### config.mk
export PLATFORM = sky130hd
export DESIGN_NAME = sorted_list_insert_delete_search
export DESIGN_NICKNAME = d
export VERILOG_FILES = /design/src/hw/rtl/slids_pkg.sv /design/src/hw/rtl/slids_dp.sv /design/src/hw/rtl/slids_ctrl.sv /design/src/hw/rtl/sorted_list_insert_delete_search.sv
export VERILOG_INCLUDE_DIRS = /design/src /design/src/hw/rtl
export SDC_FILE = /design/constraint.sdc
export NUM_CORES = 2
export LEC_CHECK = 0
export ABC_CLOCK_PERIOD_IN_PS = 25400
export BUFFER_PORTS_ARGS = -buffer_cell sky130_fd_sc_hd__buf_2
export CELL_PAD_IN_SITES_DETAIL_PLACEMENT = 1
export CELL_PAD_IN_SITES_GLOBAL_PLACEMENT = 1
export CORE_MARGIN = 8
export CORE_UTILIZATION = 40
export DETAILED_ROUTE_END_ITERATION = 6
export PLACE_DENSITY_LB_ADDON = 0.25
export SYNTH_ARGS = -nofsm -noshare
export SYNTH_HDL_FRONTEND = slang
export SYNTH_HIERARCHICAL = 1
export SYNTH_SLANG_ARGS = --single-unit
### constraint.sdc
create_clock -name i_clk -period 25.4 [get_ports i_clk]
set_input_delay 7.62 -clock i_clk [delete_from_list [all_inputs] [get_ports i_clk]]
set_output_delay 7.62 -clock i_clk [all_outputs]
set_load 0.02 [all_outputs]
### src/hw/rtl/sorted_list_insert_delete_search_macros.svh
// Assertion macros used by the sorted key table controller.
`ifndef SORTED_LIST_INSERT_DELETE_SEARCH_MACROS_SVH
`define SORTED_LIST_INSERT_DELETE_SEARCH_MACROS_SVH

`ifndef SYNTH
// Same-cycle implication, disabled while reset is asserted.
`define SLIDS_ASSERT_IMPL(name, clk, rst_n, ante, cons) \
    name: assert property (@(posedge clk) disable iff (!rst_n) (ante) |-> (cons)) \
        else $error("implication check failed");
// Next-cycle implication, disabled while reset is asserted.
`define SLIDS_ASSERT_NEXT(name, clk, rst_n, ante, cons) \
    name: assert property (@(posedge clk) disable iff (!rst_n) (ante) |=> (cons)) \
        else $error("next-cycle check failed");
`else
`define SLIDS_ASSERT_IMPL(name, clk, rst_n, ante, cons)
`define SLIDS_ASSERT_NEXT(name, clk, rst_n, ante, cons)
`endif

`endif

### src/hw/rtl/slids_pkg.sv
// Types and constants shared by the sorted key table modules.
package slids_pkg;

    localparam int SLIDS_CAPACITY = 16;
    localparam int KEY_W          = 32;
    localparam int CNT_OUT_W      = 5;

    typedef enum logic [1:0] {
        ACT_INSERT = 2'd0,
        ACT_DELETE = 2'd1,
        ACT_SEARCH = 2'd2,
        ACT_LIST   = 2'd3
    } t_action;

    typedef enum logic [1:0] {
        STAT_OK    = 2'd0,
        STAT_EMPTY = 2'd1,
        STAT_FULL  = 2'd2
    } t_status;

    typedef struct packed {
        t_action                   action;
        logic signed [KEY_W-1:0]   key;
    } t_req_s;

    typedef struct packed {
        t_status                   status;
        logic                      found;
        logic [CNT_OUT_W-1:0]      removed_count;
        logic [CNT_OUT_W-1:0]      entry_count;
        logic signed [KEY_W-1:0]   item_value;
        logic                      last;
    } t_rsp_s;

    // controller -> datapath
    typedef struct packed {
        logic    use_in_key;   // compare against the request key, else the held key
        logic    load_key;
        logic    ins;
        logic    del_step;     // remove one matching entry
        logic    clr_removed;
        logic    out_load;
        t_status out_status;
        logic    out_found;
        logic    out_removed;
        logic    out_item;
        logic    out_last;
    } t_dp_cmd_s;

    // datapath -> controller
    typedef struct packed {
        logic full;
        logic empty;
        logic any_match;
        logic list_last;
    } t_dp_sts_s;

endpackage

### src/hw/rtl/slids_dp.sv
// Datapath: sorted key cells, count, held key, removed counter, response register.
module slids_dp
    import slids_pkg::*;
#(
    parameter int CAPACITY = SLIDS_CAPACITY
) (
    input  logic                                  i_clk,
    input  logic                                  i_rst_n,
    input  logic signed [KEY_W-1:0]               i_key,
    input  t_dp_cmd_s                             i_cmd,
    input  logic [$clog2(CAPACITY)-1:0]           i_list_idx,
    output t_dp_sts_s                             o_sts,
    output t_rsp_s                                o_rsp
);

    localparam int CW = $clog2(CAPACITY + 1);

    logic signed [KEY_W-1:0] r_entries [CAPACITY];
    logic signed [KEY_W-1:0] n_entries [CAPACITY];
    logic signed [KEY_W-1:0] r_key;
    logic [CW-1:0]           r_count, n_count;
    logic [CW-1:0]           r_removed, n_removed;
    t_rsp_s                  r_rsp;

    logic signed [KEY_W-1:0] cmp_key;
    logic [CAPACITY-1:0]     valid_c, le_c, ge_c, eq_c;

    assign cmp_key = i_cmd.use_in_key ? i_key : r_key;

    // per-cell compares, all in parallel
    always_comb begin
        for (int i = 0; i < CAPACITY; i++) begin
            valid_c[i] = CW'(i) < r_count;
            le_c[i]    = valid_c[i] && (r_entries[i] <= cmp_key);
            ge_c[i]    = valid_c[i] && (r_entries[i] >= cmp_key);
            eq_c[i]    = valid_c[i] && (r_entries[i] == cmp_key);
        end
    end

    always_comb begin
        for (int i = 0; i < CAPACITY; i++) begin
            n_entries[i] = r_entries[i];
        end
        if (i_cmd.ins) begin
            // cells after the last entry <= key move up one, key lands in the gap
            n_entries[0] = le_c[0] ? r_entries[0] : cmp_key;
            for (int i = 1; i < CAPACITY; i++) begin
                n_entries[i] = le_c[i] ? r_entries[i]
                             : (le_c[i-1] ? cmp_key : r_entries[i-1]);
            end
        end else if (i_cmd.del_step) begin
            // equal keys sit at the bottom of the >= key suffix: pull it down one
            for (int i = 0; i < CAPACITY - 1; i++) begin
                n_entries[i] = ge_c[i] ? r_entries[i+1] : r_entries[i];
            end
        end
    end

    always_comb begin
        n_count = r_count;
        if (i_cmd.ins) begin
            n_count = r_count + CW'(1);
        end else if (i_cmd.del_step) begin
            n_count = r_count - CW'(1);
        end
        n_removed = r_removed;
        if (i_cmd.clr_removed) begin
            n_removed = '0;
        end else if (i_cmd.del_step) begin
            n_removed = r_removed + CW'(1);
        end
    end

    always_ff @(posedge i_clk) begin
        if (!i_rst_n) begin
            r_count   <= '0;
            r_removed <= '0;
        end else begin
            r_count   <= n_count;
            r_removed <= n_removed;
        end
    end

    // payload storage, no reset
    always_ff @(posedge i_clk) begin
        r_entries <= n_entries;
        if (i_cmd.load_key) begin
            r_key <= i_key;
        end
        if (i_cmd.out_load) begin
            r_rsp.status        <= i_cmd.out_status;
            r_rsp.found         <= i_cmd.out_found & (|eq_c);
            r_rsp.removed_count <= i_cmd.out_removed ? CNT_OUT_W'(n_removed) : '0;
            r_rsp.entry_count   <= CNT_OUT_W'(n_count);
            r_rsp.item_value    <= i_cmd.out_item ? r_entries[i_list_idx] : '0;
            r_rsp.last          <= i_cmd.out_last;
        end
    end

    assign o_sts.full      = (r_count == CW'(CAPACITY));
    assign o_sts.empty     = (r_count == '0);
    assign o_sts.any_match = |eq_c;
    assign o_sts.list_last = (r_count == (CW'(i_list_idx) + CW'(1)));
    assign o_rsp           = r_rsp;

endmodule

### src/hw/rtl/slids_ctrl.sv
// Controller: request decode, delete and list sequencing, response valid.
`include "sorted_list_insert_delete_search_macros.svh"

module slids_ctrl
    import slids_pkg::*;
#(
    parameter int CAPACITY = SLIDS_CAPACITY
) (
    input  logic                                  i_clk,
    input  logic                                  i_rst_n,
    input  logic                                  i_req_valid,
    input  t_action                               i_action,
    output logic                                  o_req_ready,
    output logic                                  o_rsp_valid,
    input  logic                                  i_rsp_ready,
    input  t_dp_sts_s                             i_sts,
    output t_dp_cmd_s                             o_cmd,
    output logic [$clog2(CAPACITY)-1:0]           o_list_idx
);

    localparam int IW = $clog2(CAPACITY);

    typedef enum logic [2:0] {
        S_IDLE = 3'b001,
        S_DEL  = 3'b010,
        S_LIST = 3'b100
    } t_state;

    t_state        r_state, n_state;
    logic [IW-1:0] r_idx, n_idx;
    logic          r_rsp_valid, n_rsp_valid;
    t_dp_cmd_s     cmd;
    logic          out_free;
    logic          acc;

    assign out_free    = !r_rsp_valid || i_rsp_ready;
    assign o_req_ready = (r_state == S_IDLE) && out_free;
    assign acc         = i_req_valid && o_req_ready;

    always_comb begin
        n_state = r_state;
        n_idx   = r_idx;
        cmd     = '0;
        unique case (r_state)
            S_IDLE: begin
                cmd.use_in_key = 1'b1;
                if (acc) begin
                    if (i_action != ACT_INSERT && i_sts.empty) begin
                        cmd.out_load   = 1'b1;
                        cmd.out_status = STAT_EMPTY;
                        cmd.out_last   = 1'b1;
                    end else begin
                        unique case (i_action)
                            ACT_INSERT: begin
                                cmd.ins        = !i_sts.full;
                                cmd.out_load   = 1'b1;
                                cmd.out_status = i_sts.full ? STAT_FULL : STAT_OK;
                                cmd.out_last   = 1'b1;
                            end
                            ACT_DELETE: begin
                                cmd.load_key    = 1'b1;
                                cmd.clr_removed = 1'b1;
                                n_state         = S_DEL;
                            end
                            ACT_SEARCH: begin
                                cmd.out_load  = 1'b1;
                                cmd.out_found = 1'b1;
                                cmd.out_last  = 1'b1;
                            end
                            ACT_LIST: begin
                                n_idx   = '0;
                                n_state = S_LIST;
                            end
                            default: begin
                                n_state = S_IDLE;
                            end
                        endcase
                    end
                end
            end
            S_DEL: begin
                if (i_sts.any_match) begin
                    cmd.del_step = 1'b1;
                end else if (out_free) begin
                    cmd.out_load    = 1'b1;
                    cmd.out_removed = 1'b1;
                    cmd.out_last    = 1'b1;
                    n_state         = S_IDLE;
                end
            end
            S_LIST: begin
                if (out_free) begin
                    cmd.out_load = 1'b1;
                    cmd.out_item = 1'b1;
                    cmd.out_last = i_sts.list_last;
                    n_idx        = r_idx + IW'(1);
                    if (i_sts.list_last) begin
                        n_state = S_IDLE;
                    end
                end
            end
            default: begin
                n_state = S_IDLE;
            end
        endcase
        n_rsp_valid = cmd.out_load ? 1'b1 : (i_rsp_ready ? 1'b0 : r_rsp_valid);
    end

    always_ff @(posedge i_clk) begin
        if (!i_rst_n) begin
            r_state     <= S_IDLE;
            r_idx       <= '0;
            r_rsp_valid <= 1'b0;
        end else begin
            r_state     <= n_state;
            r_idx       <= n_idx;
            r_rsp_valid <= n_rsp_valid;
        end
    end

    assign o_cmd       = cmd;
    assign o_list_idx  = r_idx;
    assign o_rsp_valid = r_rsp_valid;

    `SLIDS_ASSERT_IMPL(a_load_into_free, i_clk, i_rst_n, cmd.out_load, out_free)
    `SLIDS_ASSERT_IMPL(a_list_not_empty, i_clk, i_rst_n, r_state == S_LIST, !i_sts.empty)
    `SLIDS_ASSERT_NEXT(a_del_done_idle, i_clk, i_rst_n, r_state == S_DEL && !i_sts.any_match && out_free, r_state == S_IDLE && r_rsp_valid)

endmodule

### src/hw/rtl/sorted_list_insert_delete_search.sv
// Sorted key table top: insert and search answer at the accept edge, one per cycle while the response register is free.
// Delete steps: accept, one cell shift for each removed entry, then the result load.
// List accepts, then reads out one stored entry per cycle while the response register is free.
// Each result appears in the cycle after its last step, through the response register.
// Reset (i_rst_n, synchronous, active low) clears the count, FSM and response valid;
// key cells are not cleared, since entries at or above the count are never read.
module sorted_list_insert_delete_search
    import slids_pkg::*;
#(
    parameter int CAPACITY = SLIDS_CAPACITY
) (
    input  logic   i_clk,
    input  logic   i_rst_n,
    // request channel
    input  logic   i_req_valid,
    output logic   o_req_ready,
    input  t_req_s i_req,
    // response channel
    output logic   o_rsp_valid,
    input  logic   i_rsp_ready,
    output t_rsp_s o_rsp
);

    // controller/datapath handshake: commands down, table status up
    t_dp_cmd_s                   dp_cmd;
    t_dp_sts_s                   dp_sts;
    logic [$clog2(CAPACITY)-1:0] list_idx;

    // Controller: decides per request whether it completes in the accept
    // cycle (insert, search, any request on an empty table) or runs a
    // multi-cycle sequence (delete loop, list walk). It owns the response
    // valid flag and only loads the response register when it is free.
    slids_ctrl #(
        .CAPACITY (CAPACITY)
    ) u_ctrl (
        .i_clk       (i_clk),
        .i_rst_n     (i_rst_n),
        .i_req_valid (i_req_valid),
        .i_action    (i_req.action),
        .o_req_ready (o_req_ready),
        .o_rsp_valid (o_rsp_valid),
        .i_rsp_ready (i_rsp_ready),
        .i_sts       (dp_sts),
        .o_cmd       (dp_cmd),
        .o_list_idx  (list_idx)
    );

    // Datapath: a row of key cells, each comparing against the key in
    // parallel. Insert shifts the upper part up in a single update; delete pulls
    // the suffix down by one per step while any cell still matches.
    slids_dp #(
        .CAPACITY (CAPACITY)
    ) u_dp (
        .i_clk      (i_clk),
        .i_rst_n    (i_rst_n),
        .i_key      (i_req.key),
        .i_cmd      (dp_cmd),
        .i_list_idx (list_idx),
        .o_sts      (dp_sts),
        .o_rsp      (o_rsp)
    );

endmodule

==> metrics.cfg <==
[min_path]
holdCritPathClass=reg2reg
hold_depth=2

[floorplan]
core_area_mm2=0.114
die_width_um=354
die-area_mm2=0.126
floorplan.initialDensity=0.402
std_cell_rows=124
boundaryPins=86
fp.dieH_um=354

[timing]
tns_ns=0
achievable-frequency_ghz=0.0629
final_critical_path_required_period_ns=15.89
timing.final.hold_violations=0
final_min_period_over_clock_period=0.626
timing.slew.headroom=0.140
clock_skew_ns=0.0261
rsz0062_at_grt=no
drv_slew=0
timing.final.setup_violations=0
timing_worst_slew_pin_value_ns=1.28

[grt]
grt-ovfl-total=0
grt_pass1_wl_um=258000
grt.total_usage=0.268
grt_max_degree=118
vias_in_the_first_global_route=38900
grt_antenna_before_repair=7

[setup_path]
crit_type=in2out
worst_path_maximum_fanout=9
setup.worst_path.start_class=input port
r2r_cells=19
timing.critical_path.required_ns=17.78
critical_path.endpoint_type=primary output
worst-endpoint-arrival_ns=8.27

[route]
wl_per_cell_um=30.0
first_pass_iters=5
antenna_violating_nets_post_route=0
drt_first_iter_violations=4190
wirelength_um=174000
avgViaCountPerCell=6.65
vias=38600
drt_drc_violations_left=0

[pwr]
worst_ir_drop_vdd_mv=0.0426
power.density_cell_area_mw_per_mm2=60.1
cellLeakagePower_nw=18.9

[layout]
final_nets=4789
layout_cells_sized_above_1=0.140
synthToLayoutAreaGrowth_pct=10.0
finish.instance_area_mm2=0.0504

[synthesis]
synth_seq_cells=608
synthesis.instances=4251
syn_avg_cell_area_um2=10.8
post_synth_num_cell_types=85
syn_area_mm2=0.0458
synth_fp_nets=4808
synth_edf_count=590
yosys_warnings=6
seq_area_frac_synth=0.395
ys.flop_type=sky130_fd_sc_hd__edfxtp_1
synth_async_sr_flop_share=0

[cts]
tritoncts_clock_tree=done
cts.repair.resized=0
cts-buffers-inserted=80
post_cts_buffers=0
worst_setup_hold_path_clk_slew_ns=0.06
ctsLongestPathBuffers=3
clock_root_buffer=sky130_fd_sc_hd__clkbuf_16
holdBufCountCts=0
clock_latency_ns=0.67
clock_sink_count=608
h_tree_depth_reported_by_cts=3

[flow_run]
timing.max_cap.violations=0

[placed_design]
io_buffer_count=85
globalplace.congestion=0.963
post-dp-hpwl_um=128000
dpl-instance-area_mm2=0.0479

[outcome]
status=completed

metrics by stage:
step	cells	util	hold slack (ns)	total power, mW	setup slack (ns)
after floorplan	4251	-	0.462	1.66	9.53
after global placement	5662	0.420	0.491	1.88	9.52
after detailed placement	5662	0.420	0.506	1.91	9.50
after CTS	5804	0.442	0.519	3.05	9.50
after global routing	5804	0.442	0.537	3.15	9.45
final	5809	0.442	0.513	3.03	9.51
worst max-delay path, stage by stage:
cell and delay, ns:
sky130_fd_sc_hd__buf_2 0.12, sky130_fd_sc_hd__nor2b_4 0.27, sky130_fd_sc_hd__nor3_1 0.09, sky130_fd_sc_hd__buf_2 0.18
path summary, 6_finish.rpt:
path / endpoint / from / slack (ns)
max: o_req_ready / i_rsp_ready / 9.51
min: u_ctrl/r_state[2] / u_ctrl/r_state[2] / 0.51
max reg2reg: u_dp/r_entries[404] / u_ctrl/r_state[2] / 17.61
min reg2reg: u_ctrl/r_state[2] / u_ctrl/r_state[2] / 0.51
cells in the final DEF, fill, tap and decap left out, types with 20 or more instances in the layout:
master / n
sky130_fd_sc_hd__nand2_1: 283
sky130_fd_sc_hd__ha_1: 519
sky130_fd_sc_hd__o211ai_1: 36
sky130_fd_sc_hd__clkbuf_16: 86
sky130_fd_sc_hd__nor3_1: 56
sky130_fd_sc_hd__a221o_1: 126
sky130_fd_sc_hd__and2_1: 49
sky130_fd_sc_hd__buf_2: 85
sky130_fd_sc_hd__mux4_2: 160
sky130_fd_sc_hd__o21ai_0: 108
sky130_fd_sc_hd__nor2_1: 166
sky130_fd_sc_hd__edfxtp_1: 590
sky130_fd_sc_hd__mux2i_1: 69
sky130_fd_sc_hd__o221ai_1: 295
sky130_fd_sc_hd__o32a_1: 32
sky130_fd_sc_hd__nand3_1: 349
sky130_fd_sc_hd__nor4_1: 20
sky130_fd_sc_hd__mux2_2: 97
sky130_fd_sc_hd__a21oi_1: 230
sky130_fd_sc_hd__buf_4: 87
sky130_fd_sc_hd__inv_1: 357
sky130_fd_sc_hd__nand4_1: 111
sky130_fd_sc_hd__a21o_1: 58
sky130_fd_sc_hd__nor2b_1: 22
power breakdown:
group | internal, mW | switching [mW] | leakage [nW] | total [mW]
Clock | 0.645 | 0.478 | 1.22 | 1.12
Combinational | 0.247 | 0.443 | 12.1 | 0.690
Sequential | 1.17 | 0.0511 | 5.59 | 1.22
Total | 2.06 | 0.971 | 18.9 | 3.03
cell usage after synthesis (all sizes together) (22+ instances only):
master / n / area share
a21o: 59 / 0.0097
a21oi: 234 / 0.026
a221o: 127 / 0.028
and2: 49 / 0.0067
buf: 85 / 0.0091
clkbuf: 189 / 0.015
edfxtp: 590 / 0.39
ha: 519 / 0.14
inv: 358 / 0.029
mux2: 97 / 0.024
mux2i: 70 / 0.015
mux4: 160 / 0.079
nand2: 284 / 0.023
nand3: 352 / 0.038
nand4: 111 / 0.015
nor2: 172 / 0.014
nor2b: 23 / 0.0033
nor3: 58 / 0.0066
nor4: 22 / 0.0031
o211ai: 36 / 0.0059
o21ai: 113 / 0.012
o221ai: 295 / 0.056
o32a: 32 / 0.0070
cell families after synthesis:
group | Yosys count | synth area share
DFF | 608 | 0.395
xor gates and xnor gates | 13 | 0.00249
muxes | 327 | 0.118
and+or+nand+nor | 1127 | 0.121
buffers and inverters | 633 | 0.0540
adders and majority gates | 519 | 0.142
AOI/OAI and AO/OA | 1024 | 0.168
flip-flops by register name, summed over array words and instances, names as in the netlist:
signal	cells
u_dp/o_rsp	46
u_dp/r_entries	512
u_dp/r_key	32
u_dp/r_removed	5
u_ctrl/o_list_idx	4
u_ctrl/o_rsp_valid	1
u_ctrl/r_state	3
u_dp/r_count	5
layer usage:
| metal | up-vias | GRT usage | wire, µm |
|---|---|---|---|
| li1 | 16900 | - | - |
| met3 | 312 | 0.0405 | 14000 |
| met1 | 19800 | 0.376 | 75900 |
| met5 | - | 0 | 11 |
| met2 | 1616 | 0.416 | 77600 |
| met4 | 2 | 0.102 | 6890 |
cell type report:
class / count / area (µm²)
well taps: 1512 / 1890
inverters: 359 / 1360
flip-flops and latches: 608 / 18100
diodes: 5 / 12.5
clock buffers: 103 / 2230
fillers: 12400 / 63500
multi-input cells: 3010 / 25400
repair buffers: 173 / 1100
clock inverters: 39 / 272
(Power assumes the default switching activity.)
